`config.mk`:
```
export PLATFORM = sky130hd
export DESIGN_NAME = lrucb_cfg
export DESIGN_NICKNAME = d
export VERILOG_FILES = /design/src/hw/rtl/assert_macros.svh /design/src/hw/rtl/lrucb_pkg.sv /design/src/hw/rtl/lrucb_cfg.sv
export SDC_FILE = /design/constraint.sdc
export NUM_CORES = 1
export LEC_CHECK = 0
export BUFFER_PORTS_ARGS = -buffer_cell sky130_fd_sc_hd__buf_4
export CAP_MARGIN = 5
export CORE_ASPECT_RATIO = 0.7
export CORE_UTILIZATION = 42
export CTS_BUF_LIST = sky130_fd_sc_hd__clkbuf_8 sky130_fd_sc_hd__clkbuf_16
export DETAILED_ROUTE_END_ITERATION = 8
export PLACE_DENSITY = 0.85
export RECOVER_POWER = 25
export REMOVE_ABC_BUFFERS = 1
export SETUP_SLACK_MARGIN = 0.2
export SYNTH_ARGS = -nofsm -noshare
export SYNTH_HDL_FRONTEND = slang
export SYNTH_SLANG_ARGS = --single-unit
```
`constraint.sdc`:
```
create_clock -name clk -period 2.3 [get_ports clk]
set_clock_uncertainty 0.05 [all_clocks]
set_input_delay 0.23 -clock clk [delete_from_list [all_inputs] [get_ports clk]]
set_output_delay 0.23 -clock clk [all_outputs]
set_load 0.02 [all_outputs]
```
`src/hw/rtl/assert_macros.svh`:
```
// Assertion helpers shared by the RTL.
`ifndef ASSERT_MACROS_SVH
`define ASSERT_MACROS_SVH
`ifndef SYNTH
`define ASSERT_CLK(lbl, prop, msg) \
  lbl: assert property (@(posedge clk) disable iff (!rst_n) (prop)) else $error(msg);
`define ASSERT_ALWAYS(lbl, prop, msg) \
  lbl: assert property (@(posedge clk) (prop)) else $error(msg);
`else
`define ASSERT_CLK(lbl, prop, msg)
`define ASSERT_ALWAYS(lbl, prop, msg)
`endif
`endif

```
`src/hw/rtl/lrucb_pkg.sv`:
```
`default_nettype none
package lrucb_pkg;

  localparam logic [1:0] CMD_STORE = 2'd0;
  localparam logic [1:0] CMD_GET   = 2'd1;
  localparam logic [1:0] CMD_EVICT = 2'd2;
  localparam logic [1:0] CMD_CLEAR = 2'd3;

  localparam int unsigned ADDR_W = 4;
  localparam logic REG_ENTRY_LIMIT = 1'b0;
  localparam logic REG_BYTE_BUDGET = 1'b1;

  localparam logic [6:0]  LIMIT_RESET  = 7'd64;
  localparam logic [36:0] BUDGET_RESET = 37'd1073741824;
  localparam logic [36:0] TOTAL_MAX    = 37'h1_FFFF_FFFF;

  typedef struct packed {
    logic [1:0]  cmd;
    logic [63:0] entry_key;
    logic [23:0] payload_words;
    logic [31:0] tokens;
  } in_item_t;

  typedef struct packed {
    logic        found;
    logic [31:0] found_tokens;
    logic [25:0] found_bytes;
    logic [31:0] found_hits;
    logic        inserted;
    logic [6:0]  evicted_count;
    logic [6:0]  live_entries;
    logic [32:0] live_bytes;
  } out_item_t;

  typedef struct packed {
    logic [6:0]  entry_limit;
    logic [36:0] byte_budget;
  } cfg_t;

endpackage
`default_nettype wire

```
`src/hw/rtl/lrucb_cfg.sv`:
```
`default_nettype none
module lrucb_cfg (
  input  wire logic                       clk,
  input  wire logic                       rst_n,
  input  wire logic                       psel,
  input  wire logic                       penable,
  input  wire logic                       pwrite,
  input  wire logic [lrucb_pkg::ADDR_W-1:0] paddr,
  input  wire logic [63:0]                pwdata,
  output logic [63:0]                     prdata,
  output logic                            pready,
  output lrucb_pkg::cfg_t                 cfg
);

  lrucb_pkg::cfg_t cfg_r;

  assign pready = 1'b1;
  assign cfg    = cfg_r;

  always_ff @(posedge clk) begin
    if (!rst_n) begin
      cfg_r.entry_limit <= lrucb_pkg::LIMIT_RESET;
      cfg_r.byte_budget <= lrucb_pkg::BUDGET_RESET;
    end else if (psel && penable && pwrite) begin
      if (paddr[3] == lrucb_pkg::REG_ENTRY_LIMIT) cfg_r.entry_limit <= pwdata[6:0];
      else cfg_r.byte_budget <= pwdata[36:0];
    end
  end

  always_comb begin
    if (paddr[3] == lrucb_pkg::REG_BYTE_BUDGET) prdata = {27'd0, cfg_r.byte_budget};
    else prdata = {57'd0, cfg_r.entry_limit};
  end

endmodule
`default_nettype wire

```
After elaboration in Yosys (flattened, before gate mapping)

Index checks and enable logic that the tools add are counted.

Bits in registers: 44
Output and inout bits: 109

Bitwise gates (word level): 1
Multiplexer cells: 1
Reductions and logical operators: 4

Operator list:

| kind                | count |
|---|---|
| $mux W37            | 1 |
| $reduce_and A2 Y1   | 2 |
| $logic_and A1 B1 Y1 | 2 |
| $not A1 Y1          | 1 |

Longest topological paths before layout

Gate-level depths: netlist (run 1).

Word-level depth: 3
Depth in mapped cells: 4

Least setup slack after synthesis (run 1)

Ideal clock, no wire load.

Path type: in2out
From: in paddr[3] (netlist name)
To: out prdata[10]
Stages: 3
Setup slack: 1147 ps
Arrival time: 873 ps
Buffers on the path: 2
Required time: 2020 ps
Cell sequence: buf_2 -> clkbuf_1 -> and2_1

Longest elaborated chain between the ends: 1

RTL lines:

| element         | line            | RTL |
|---|---|---|
| start, declared | lrucb_cfg.sv:8  | `input wire logic [lrucb_pkg::ADDR_W-1:0] paddr,` |
| $mux W37        | lrucb_cfg.sv:31 | `if (paddr[3] == lrucb_pkg::REG_BYTE_BUDGET) prdata = {27'd0, cfg_r.byte_budget};` |
| end, declared   | lrucb_cfg.sv:10 | `output logic [63:0] prdata,` |

No other way between the ends.

Final worst setup path (run 1)

From: in paddr[3] (netlist name)
To: out prdata[2]

The elaborated chain is that of the path after synthesis.

==> load_flow_metrics.sql, run 1 <==
INSERT INTO impl_metrics (metric_group, metric, value, unit) VALUES
('synth', 'synth.ff_latch_count', '44', ''),
('sta', 'maxSlewViolCount', '0', ''),
('drt', 'avgViaCountPerCell', '4.365', ''),
('placement', 'dpl.cell_count', '438', ''),
('drt', 'drt-wirelength-per-cell', '11.23', 'µm'),
('sta', 'grt_setup_unrepaired', 'false', ''),
('sta', 'period_minus_slack', '1.492', 'ns'),
('placement', 'placement.cell_area', '3102', 'µm²'),
('die', 'overall_die_area', '5743', 'µm²'),
('sta', 'tightest_slew', '0.5739', 'ns'),
('sta', 'finalHoldViolations', '0', ''),
('clocking', 'insertion_delay', '0.29', 'ns'),
('placement', 'hpwlAfterDp', '3860', 'µm'),
('cells_and_area', 'finalCoreUtilization', '60.14', '%'),
('run_status', 'status', 'completed', ''),
('synth', 'synthCells', '257', ''),
('clocking', 'ctsHoldBuffers', '0', ''),
('worst_setup_path', 'timing_worst_setup_path_type', 'primary input to primary output', ''),
('global_route', 'gr-total-overflow', '0', ''),
('sta', 'post-route-period-util', '64.88', '%'),
('drt', 'detailroute.via_count', '1947', ''),
('drt', 'drtPass1Iterations', '4', ''),
('clocking', 'ctsRootBufferMaster', 'clkbuf_8', ''),
('sta', 'setup_violations', '0', ''),
('placement', 'portBuffers', '123', ''),
('clocking', 'cts_buffers', '5', ''),
('worst_setup_path', 'critPathLaunchType', 'primary input', ''),
('synth', 'synth-warning-count', '0', ''),
('die', 'design.portCount', '182', ''),
('cells_and_area', 'n_antenna_cell', '0', ''),
('cells_and_area', 'final_net_count', '446', ''),
('placement', 'place.gp.congestion', '0.7182', ''),
('global_route', 'grt_use_total', '16.85', '%'),
('worst_setup_path', 'critical-path-slowest-cell', 'mux2_2', ''),
('sta', 'finalSetupTns', '0', 'ns'),
('cells_and_area', 'layoutNonFillerInstCount', '446', ''),
('worst_setup_path', 'crit_fanout', '24', ''),
('power_and_ir_drop', 'max-vdd-ir-drop', '0.2528', 'mV'),
('die', 'die_y', '63.71', 'µm'),
('clocking', 'clock_path_buffers', '2', ''),
('clocking', 'tritoncts_num_sinks', '44', ''),
('synth', 'syn_area', '2285', 'µm²'),
('sta', 'whs', '0.1405', 'ns'),
('drt', 'routed_wirelength', '5010', 'µm'),
('sta', 'slew_headroom', '61.54', '%'),
('synth', 'post_synth.cell_area_avg', '8.890', 'µm²'),
('die', 'die-width', '90.16', 'µm'),
('worst_hold_path', 'hp-class', 'primary input to register', ''),
('drt', 'drcViolationCount', '0', ''),
('cells_and_area', 'largest_register_ff_count', '44', ''),
('global_route', 'number_of_antenna_violations_at_the_first_check_in_global_routing', '0', ''),
('cells_and_area', 'final_area', '3146', 'µm²'),
('drt', 'drt_antenna_net_count', '0', ''),
('die', 'core-area', '5230', 'µm²'),
('cells_and_area', 'number_of_filler_instances_in_the_final_layout', '497', ''),
('clocking', 'clk_pin_slew_worst_paths', '0.08', 'ns'),
('worst_setup_path', 'cp_data_required_time', '2.02', 'ns'),
('drt', 'dr.first_iter.drc_count', '45', ''),
('cells_and_area', 'final_layout_size_suffix_gt1_share', '35.29', '%'),
('clocking', 'cts.htree.levels', '2', ''),
('power_and_ir_drop', 'cellPowerDensity', '490.0', 'nW/µm²'),
('synth', 'netlist-cell-type-count', '13', ''),
('worst_setup_path', 'critical_path.cell_chain', 'buf_4 > buf_4 > mux2_2 > buf_4', ''),
('worst_setup_path', 'cp-end-kind', 'primary output', ''),
('synth', 'yosysSeqAreaShare', '38.55', '%'),
('job', 'drv.max_cap_violation_count', '0', ''),
('die', 'floorplan.initialDensity', '43.68', '%'),
('clocking', 'cts_repair_resize_count', '0', ''),
('die', 'num_rows', '22', ''),
('worst_setup_path', 'path_common_cell', 'buf_4', ''),
('clocking', 'cts_tree', 'yes', ''),
('cells_and_area', 'area_growth', '37.68', '%'),
('worst_setup_path', 'worst_ep_arrival', '1.21', 'ns'),
('global_route', 'grt_max_degree', '33', ''),
('sta', 'achievable-frequency', '670.1', 'MHz'),
('global_route', 'grt_pass1_vias', '1708', ''),
('worst_setup_path', 'critical_path.max_stage_delay', '0.36', 'ns'),
('global_route', 'first_pass_grt_wire_length', '7741', 'µm'),
('clocking', 'cts_setup_buffers', '0', ''),
('power_and_ir_drop', 'power.leakage', '1.516', 'nW');
==> kinds of logic (layout without fill, tap and decap cells) <==
group / count (synthesis) / in the layout / share of synthesized area (%)
other cells: 2 / 28 / 0.3287
flops: 44 / 44 / 38.55
buf+inv: 46 / 137 / 15.39
mux: 51 / 51 / 22.73
simple gates: 114 / 114 / 23.00
==> synth_stat cells (all sizes together) <==
library cell  instances  area [µm²]
nand4b                1       8.760
clkbuf                7       26.28
buf                  39       325.3
and2                 30       187.7
mux2                  7       78.83
mux2i                44       440.4
dfxtp                44       880.8
and4                  1       11.26
nor2b                 4       25.02
nand2                78       292.8
conb                  2       7.510
==> path summary, 6_finish.rpt <==
kind / start / endpoint / slack [ns] / cells past startpoint
setup reg to reg: cfg[37]$_SDFFE_PN0P_ / cfg[37]$_SDFFE_PN0P_ / 1.60 / 2
setup / recovery: paddr[3] / prdata[2] / 0.81 / 4
hold / removal: pwdata[20] / cfg[20]$_SDFFE_PN0P_ / 0.14 / 3
hold reg to reg: cfg[21]$_SDFFE_PN0P_ / cfg[21]$_SDFFE_PN0P_ / 0.42 / 2
==> per-stage QoR <==
step | power (mW) | worst slack [ns]
after global placement | 1.072 | 0.8094
after CTS | 1.570 | 0.7972
after global routing | 1.616 | 0.7359
after floorplan | 0.9354 | 1.152
final | 1.541 | 0.8078
after detailed placement | 1.077 | 0.7783
==> where the power goes <==
| group | internal [mW] | leakage [nW] | total (mW) | switching, mW |
|---|---|---|---|---|
| combinational | 0.112 | 1.11 | 0.265 | 0.152 |
| sequential | 0.778 | 0.356 | 0.790 | 0.0122 |
| clock | 0.240 | 0.0510 | 0.486 | 0.247 |
| total | 1.13 | 1.52 | 1.54 | 0.411 |
==> cell usage in the layout (no fill, tap or decap), drive strengths merged <==
cell    instances
and4            1
mux2i          44
nand4b          1
nand2          78
conb           28
buf           116
dfxtp          44
nor2b           4
mux2            7
clkinv          2
clkbuf         19
and2           30
==> final cells by class <==
cell class | count | area (µm²) | share of cell area (%)
repair buffers | 129 | 932.1 | 29.63
flip-flops and latches | 44 | 880.8 | 28.00
multi-input cells | 193 | 1150 | 36.56
clock buffers | 6 | 82.58 | 2.625
well taps | 72 | 90.09 | 2.864
clock inverters | 2 | 10.01 | 0.3182
==> worst max-delay path, delay by kind of cell <==
kind,cells,cell delay (ns)
muxes,1,0.36
buffers and inverters,3,0.61
==> layer usage <==
metal,vias to the layer above,routed length [µm],track usage [%]
met5,-,0,0
met3,5,380,5.072
met1,871,2217,19.35
met2,85,2380,30.63
li1,986,-,-
met4,0,31,4.234
Note: power is estimated with default switching activity, not from simulation.
==> inputs of run 2 (changes only) <==
--- a/config.mk
+++ b/config.mk
@@ -8,10 +8,10 @@
 export BUFFER_PORTS_ARGS = -buffer_cell sky130_fd_sc_hd__buf_4
 export CAP_MARGIN = 5
 export CORE_ASPECT_RATIO = 0.7
-export CORE_UTILIZATION = 42
+export CORE_UTILIZATION = 39
 export CTS_BUF_LIST = sky130_fd_sc_hd__clkbuf_8 sky130_fd_sc_hd__clkbuf_16
 export DETAILED_ROUTE_END_ITERATION = 8
-export PLACE_DENSITY = 0.85
+export PLACE_DENSITY = 0.8
 export RECOVER_POWER = 25
 export REMOVE_ABC_BUFFERS = 1
 export SETUP_SLACK_MARGIN = 0.2
==> constraint.sdc (replaced) <==
create_clock -name clk -period 1.53 [get_ports clk]
set_clock_uncertainty 0.05 [all_clocks]
set_input_delay 0.153 -clock clk [delete_from_list [all_inputs] [get_ports clk]]
set_output_delay 0.153 -clock clk [all_outputs]
set_load 0.02 [all_outputs]
==> run 2 against run 1 <==
  * Wire length fell by 2.8%
  * Critical path depth did not move
  * Combinational power rose by 52%
  * Setup slack got worse by 0.57 ns
  * Flip-flop and latch count did not move
  * Sequential share of layout area fell by 0.24 points
  * Utilization fell by 1.9 points
  * Clock power rose by 29%
  * Cell count fell by 0.45%
  * Global-route usage fell by 0.61 points
  * Sequential power rose by 51%
  * Critical path type is now primary input to register
  * Critical endpoint is now cfg[29]$_SDFFE_PN0P_
  * Highest routed layer unchanged
==> load_flow_metrics.sql, run 2 (same netlist as run 1, synthesis figures left out) <==
INSERT INTO impl_metrics (metric_group, metric, value, unit) VALUES
('global_route', 'grt_util_met2', '29.04', '%'),
('clocking', 'cts_repair_resize_count', '0', ''),
('global_route', 'first_pass_grt_wire_length', '7859', 'µm'),
('clocking', 'cts_tree', 'yes', ''),
('worst_setup_path', 'critical-path-slowest-cell', 'clkbuf_4', ''),
('clocking', 'tritoncts_num_sinks', '44', ''),
('drt', 'drt-wirelength-per-cell', '10.97', 'µm'),
('worst_hold_path', 'hold_start', 'pwdata[8]', ''),
('global_route', 'grt_most_used_layer', 'met2', ''),
('sta', 'tightest_slew', '0.6866', 'ns'),
('die', 'num_rows', '22', ''),
('worst_setup_path', 'cp_data_required_time', '1.69', 'ns'),
('global_route', 'grt_pass1_vias', '1733', ''),
('clocking', 'cts_buffers', '5', ''),
('global_route', 'grt_use_total', '16.24', '%'),
('die', 'die_y', '66.04', 'µm'),
('sta', 'achievable-frequency', '774.3', 'MHz'),
('clocking', 'cts_setup_buffers', '0', ''),
('placement', 'portBuffers', '123', ''),
('power_and_ir_drop', 'power.total', '2.219', 'mW'),
('job', 'drv.max_cap_violation_count', '0', ''),
('worst_setup_path', 'critical_path.cell_chain', 'buf_4 > and4_2 > clkbuf_4 > mux2i_1', ''),
('global_route', 'grt_max_degree', '46', ''),
('cells_and_area', 'final_net_count', '447', ''),
('cells_and_area', 'finalCoreUtilization', '58.22', '%'),
('global_route', 'globalRouteMet1Util', '18.89', '%'),
('cells_and_area', 'n_antenna_cell', '0', ''),
('worst_hold_path', 'hp-class', 'primary input to register', ''),
('worst_setup_path', 'critPathLaunch', 'paddr[3]', ''),
('power_and_ir_drop', 'cellPowerDensity', '699.5', 'nW/µm²'),
('sta', 'post-route-period-util', '84.41', '%'),
('die', 'core-area', '5450', 'µm²'),
('sta', 'finalHoldViolations', '0', ''),
('sta', 'post-route-worst-setup-slack', '0.2385', 'ns'),
('drt', 'dr.first_iter.drc_count', '40', ''),
('sta', 'finalSetupTns', '0', 'ns'),
('worst_setup_path', 'critical_path.max_stage_delay', '0.57', 'ns'),
('cells_and_area', 'final_layout_size_suffix_gt1_share', '38.17', '%'),
('worst_setup_path', 'critPathLaunchType', 'primary input', ''),
('sta', 'slew_headroom', '54.22', '%'),
('placement', 'placement.cell_area', '3122', 'µm²'),
('cells_and_area', 'layout.cells.most_common', 'buf_4', ''),
('clocking', 'clk_pin_slew_worst_paths', '0.07', 'ns'),
('cells_and_area', 'area_growth', '38.88', '%'),
('drt', 'drt_antenna_net_count', '0', ''),
('run_status', 'status', 'completed', ''),
('die', 'floorplan.initialDensity', '41.92', '%'),
('clocking', 'ctsRootBufferMaster', 'clkbuf_8', ''),
('cells_and_area', 'largest_register_ff_count', '44', ''),
('drt', 'drcViolationCount', '0', ''),
('sta', 'period_minus_slack', '1.292', 'ns'),
('worst_setup_path', 'timing.rr.start', 'cfg[30]$_SDFFE_PN1P_', ''),
('placement', 'hpwlAfterDp', '3667', 'µm'),
('drt', 'avgViaCountPerCell', '4.336', ''),
('global_route', 'number_of_antenna_violations_at_the_first_check_in_global_routing', '0', ''),
('drt', 'drtPass1Iterations', '4', ''),
('sta', 'grt_setup_unrepaired', 'false', ''),
('worst_setup_path', 'worst_ep_arrival', '1.45', 'ns'),
('clocking', 'ctsHoldBuffers', '0', ''),
('power_and_ir_drop', 'power.leakage', '1.558', 'nW'),
('worst_setup_path', 'slack_of_the_worst_reg_to_reg_path', '0.85', 'ns'),
('sta', 'whs', '0.06742', 'ns'),
('die', 'overall_die_area', '6173', 'µm²'),
('global_route', 'gr-total-overflow', '0', ''),
('sta', 'setup_violations', '0', ''),
('clocking', 'clock_path_buffers', '2', ''),
('cells_and_area', 'layoutNonFillerInstCount', '444', ''),
('placement', 'post_place_worst_slack', '0.2658', 'ns'),
('worst_setup_path', 'cp-end-kind', 'register', ''),
('drt', 'routed_wirelength', '4870', 'µm'),
('power_and_ir_drop', 'max-vdd-ir-drop', '0.3354', 'mV'),
('worst_setup_path', 'crit_fanout', '37', ''),
('placement', 'place.gp.congestion', '0.6637', ''),
('clocking', 'insertion_delay', '0.28', 'ns'),
('cells_and_area', 'leading_cell_types_in_the_layout_fill_and_taps_excluded', 'buf_4 (127), nand2_1 (78), mux2i_1 (44), dfxtp_1 (44), and2_1 (30)', ''),
('die', 'design.portCount', '182', ''),
('sta', 'maxSlewViolCount', '0', ''),
('clocking', 'cts.htree.levels', '2', ''),
('global_route', 'global_route.usage.met3', '5.172', '%'),
('cells_and_area', 'final_area', '3173', 'µm²'),
('worst_setup_path', 'timing_worst_setup_path_type', 'primary input to register', ''),
('drt', 'detailroute.via_count', '1925', ''),
('placement', 'dpl.cell_count', '439', ''),
('die', 'die-width', '93.48', 'µm');
run 2: cell types whose count changed in the layout (fill, tap and decap cells not counted), sizes merged:
| cell | before | now |
|---|---|---|
| clkbuf | 19 | 7 |
| buf | 116 | 128 |
| clkinv | 2 | 0 |
run 2: worst paths after layout:
path | to | cells past startpoint
worst max register to register | cfg[30]$_SDFFE_PN1P_ | 2
worst min-delay path | cfg[8]$_SDFFE_PN0P_ | 3
worst max-delay path | cfg[29]$_SDFFE_PN0P_ | 4
worst min register to register | cfg[11]$_SDFFE_PN0P_ | 2
run 2: cell type report:
type,instances,area [µm²]
Fill cell,496,2277
Multi-Input combinational cell,193,1149
Timing Repair Buffer,130,984.7
Sequential cell,44,880.8
Tap cell,72,90.09
Clock buffer,5,68.82
run 2: power by group:
| part | total, mW | switching (mW) | internal, mW |
|---|---|---|---|
| Combinational | 0.404 | 0.227 | 0.178 |
| Sequential | 1.19 | 0.0182 | 1.17 |
| Clock | 0.627 | 0.332 | 0.294 |
run 2: layer usage:
metal / vias up / wire length (µm) / share of wire, %
met3: 5 / 439 / 9.0
met2: 83 / 2281 / 47
met4: 0 / 34 / 0.70
met1: 852 / 2114 / 43
met5: - / 0 / 0
li1: 985 / - / -
run 2: critical path, delay by kind of cell:
family,cells,cell delay (ns)
buffers and inverters,2,0.77
multiplexers,1,0.26
AND/OR/NAND/NOR,1,0.23
==> inputs of run 3 (changes only) <==
--- a/config.mk
+++ b/config.mk
@@ -8,10 +8,10 @@
 export BUFFER_PORTS_ARGS = -buffer_cell sky130_fd_sc_hd__buf_4
 export CAP_MARGIN = 5
 export CORE_ASPECT_RATIO = 0.7
-export CORE_UTILIZATION = 39
+export CORE_UTILIZATION = 36
 export CTS_BUF_LIST = sky130_fd_sc_hd__clkbuf_8 sky130_fd_sc_hd__clkbuf_16
 export DETAILED_ROUTE_END_ITERATION = 8
-export PLACE_DENSITY = 0.8
+export PLACE_DENSITY = 0.78
 export RECOVER_POWER = 25
 export REMOVE_ABC_BUFFERS = 1
 export SETUP_SLACK_MARGIN = 0.2
==> constraint.sdc (replaced) <==
create_clock -name clk -period 1.1 [get_ports clk]
set_clock_uncertainty 0.05 [all_clocks]
set_input_delay 0.11 -clock clk [delete_from_list [all_inputs] [get_ports clk]]
set_output_delay 0.11 -clock clk [all_outputs]
set_load 0.02 [all_outputs]
==> run 3 against run 2 <==
  * The run now ends with setup timing left
  * Wire length up 52%
  * Flip-flop and latch count stayed put
  * Non-clock buffer count up 65
  * Global-route usage rose by 2.0 points
  * Largest cell class is now non-clock buffers
==> load_flow_metrics.sql, run 3 (same netlist as run 1, synthesis figures left out) <==
INSERT INTO impl_metrics (metric_group, metric, value, unit) VALUES
('drt', 'drt_antenna_net_count', '0', ''),
('power_and_ir_drop', 'max-vdd-ir-drop', '0.5890', 'mV'),
('job', 'drv.max_cap_violation_count', '0', ''),
('die', 'die_y', '68.65', 'µm'),
('worst_setup_path', 'cp-end-kind', 'primary output', ''),
('sta', 'post-route-worst-setup-slack', '-0.09747', 'ns'),
('run_status', 'status', 'complete, but fails checks', ''),
('global_route', 'grt_most_used_layer', 'met2', ''),
('sta', 'grt_setup_unrepaired', 'true', ''),
('die', 'design.portCount', '182', ''),
('cells_and_area', 'final_net_count', '512', ''),
('drt', 'drt-wirelength-per-cell', '14.36', 'µm'),
('die', 'die-width', '97.22', 'µm'),
('clocking', 'cts_buffers', '5', ''),
('drt', 'routed_wirelength', '7395', 'µm'),
('sta', 'finalHoldViolations', '0', ''),
('cells_and_area', 'number_of_filler_instances_in_the_final_layout', '426', ''),
('sta', 'post-route-period-util', '108.9', '%'),
('die', 'overall_die_area', '6674', 'µm²'),
('die', 'floorplan.initialDensity', '38.54', '%'),
('drt', 'avgViaCountPerCell', '4.464', ''),
('sta', 'whs', '0.01115', 'ns'),
('cells_and_area', 'finalCoreUtilization', '74.29', '%'),
('worst_setup_path', 'timing_worst_setup_path_type', 'register to primary output', ''),
('worst_setup_path', 'critical_path.cell_chain', 'mux2_4 > buf_6', ''),
('placement', 'hpwlAfterDp', '4152', 'µm'),
('global_route', 'globalRouteMet1Util', '20.10', '%'),
('global_route', 'number_of_antenna_violations_at_the_first_check_in_global_routing', '0', ''),
('sta', 'maxSlewViolCount', '0', ''),
('drt', 'dr.first_iter.drc_count', '75', ''),
('worst_setup_path', 'crit_fanout', '2', ''),
('global_route', 'grt_use_total', '18.27', '%'),
('placement', 'portBuffers', '123', ''),
('power_and_ir_drop', 'p_clk_share', '30.3', '%'),
('cells_and_area', 'layout.cells.most_common', 'buf_6', ''),
('global_route', 'grt_max_degree', '41', ''),
('worst_setup_path', 'cp_top_family', 'flip-flops', ''),
('clocking', 'insertion_delay', '0.29', 'ns'),
('sta', 'achievable-frequency', '835.1', 'MHz'),
('clocking', 'clock_path_buffers', '2', ''),
('cells_and_area', 'leading_cell_types_in_the_layout_fill_and_taps_excluded', 'buf_6 (127), nand2_1 (74), buf_4 (61)', ''),
('power_and_ir_drop', 'power.share.sequential', '47.3', '%'),
('clocking', 'cts.htree.levels', '2', ''),
('power_and_ir_drop', 'power.net_switching', '0.9758', 'mW'),
('worst_hold_path', 'hp-class', 'primary input to register', ''),
('cells_and_area', 'area_growth', '92.77', '%'),
('worst_setup_path', 'worst_ep_arrival', '1.04', 'ns'),
('global_route', 'first_pass_grt_wire_length', '9660', 'µm'),
('power_and_ir_drop', 'sw_frac_of_total', '27.76', '%'),
('clocking', 'ctsRootBufferMaster', 'clkbuf_8', ''),
('worst_setup_path', 'critical_path.max_stage_delay', '0.34', 'ns'),
('placement', 'dpl.cell_count', '448', ''),
('worst_setup_path', 'critical-path-slowest-cell', 'dfxtp_2', ''),
('drt', 'drtPass1Iterations', '4', ''),
('clocking', 'tritoncts_num_sinks', '44', ''),
('worst_setup_path', 'critPathLaunchType', 'register', ''),
('die', 'core-area', '5928', 'µm²'),
('cells_and_area', 'final_layout_size_suffix_gt1_share', '65.45', '%'),
('drt', 'detailroute.via_count', '2299', ''),
('sta', 'setup_violations', '9', ''),
('worst_setup_path', 'crit_buf_inv', '1', ''),
('global_route', 'gr-total-overflow', '0', ''),
('global_route', 'grt_pass1_vias', '1989', ''),
('worst_setup_path', 'cp_data_required_time', '0.94', 'ns'),
('clocking', 'cts_tree', 'yes', ''),
('run_status', 'failed_checks', 'setup timing', ''),
('cells_and_area', 'layoutNonFillerInstCount', '515', ''),
('global_route', 'global_route.usage.met3', '5.343', '%'),
('clocking', 'clk_pin_slew_worst_paths', '0.09', 'ns'),
('die', 'num_rows', '23', ''),
('power_and_ir_drop', 'p_comb_share', '22.4', '%'),
('sta', 'period_minus_slack', '1.197', 'ns'),
('cells_and_area', 'largest_register_ff_count', '44', ''),
('drt', 'drcViolationCount', '0', ''),
('power_and_ir_drop', 'power.leakage', '2.122', 'nW'),
('cells_and_area', 'n_antenna_cell', '0', ''),
('power_and_ir_drop', 'internal_power', '2.539', 'mW'),
('placement', 'place.gp.congestion', '0.7190', ''),
('power_and_ir_drop', 'cellPowerDensity', '798.1', 'nW/µm²'),
('global_route', 'grt_util_met2', '36.44', '%');
==> run 3: worst paths after layout <==
kind	start	to	slack, ns	depth (start not counted)
worst max register to register	cfg[4]$_SDFFE_PN0P_	cfg[4]$_SDFFE_PN0P_	0.18	5
worst min-delay path	pwdata[35]	cfg[35]$_SDFFE_PN0P_	0.01	3
worst min register to register	cfg[8]$_SDFFE_PN0P_	cfg[8]$_SDFFE_PN0P_	0.43	2
worst max-delay path	cfg[42]$_SDFFE_PN0P_	prdata[5]	-0.1	2
==> run 3: cell type report <==
cell class / count / area (µm²) / share of cell area (%)
Tap cell: 75 / 93.84 / 2.131
Clock buffer: 6 / 82.58 / 1.875
Clock inverter: 2 / 10.01 / 0.2273
Sequential cell: 44 / 938.4 / 21.31
Timing Repair Buffer: 195 / 2018 / 45.82
Multi-Input combinational cell: 193 / 1261 / 28.64
==> run 3: repair_timing <==
item                       in CTS  in global routing
pin swaps                       0                  0
hold endpoints to repair        0                  1
hold buffers                    0                  1
gates resized for setup       171                 42
setup buffers                  21                 37
cloned                          0                  0
setup endpoints to repair      81                 83
==> run 3: layer usage <==
layer | up-vias | wire length [µm]
li1 | 1121 | -
met1 | 1083 | 2902
met2 | 93 | 3988
met3 | 2 | 493
met4 | 0 | 10
met5 | - | 0
==> run 3: power groups by stage <==
| stage | sequential, mW | clock [mW] | combinational (mW) |
|---|---|---|---|
| global placement | 1.69 | 0 | 0.594 |
| CTS | 1.66 | 1.08 | 0.701 |
| floorplan | 1.73 | 0 | 0.228 |
| global route | 1.67 | 1.16 | 0.836 |
| detailed placement | 1.69 | 0 | 0.603 |
| finish | 1.66 | 1.06 | 0.788 |
==> run 3: worst register-to-register path, stage by stage (launching register included) <==
cell     delay (ns)
dfxtp_2        0.34
buf_6          0.11
buf_6          0.11
buf_6          0.10
nand2_2        0.04
mux2i_1        0.06
==> run 3: stage by stage <==
step	instance area [µm²]	TNS (ns)	setup slack [ns]	power [mW]
finish	4404	-0.6469	-0.09747	3.515
global route	4404	-0.9812	-0.1284	3.664
CTS	3965	-0.5987	-0.08843	3.443
detailed placement	3221	-0.8594	-0.05245	2.295
global placement	3221	-0.3032	-0.01885	2.283
floorplan	2031	0	0.07249	1.956
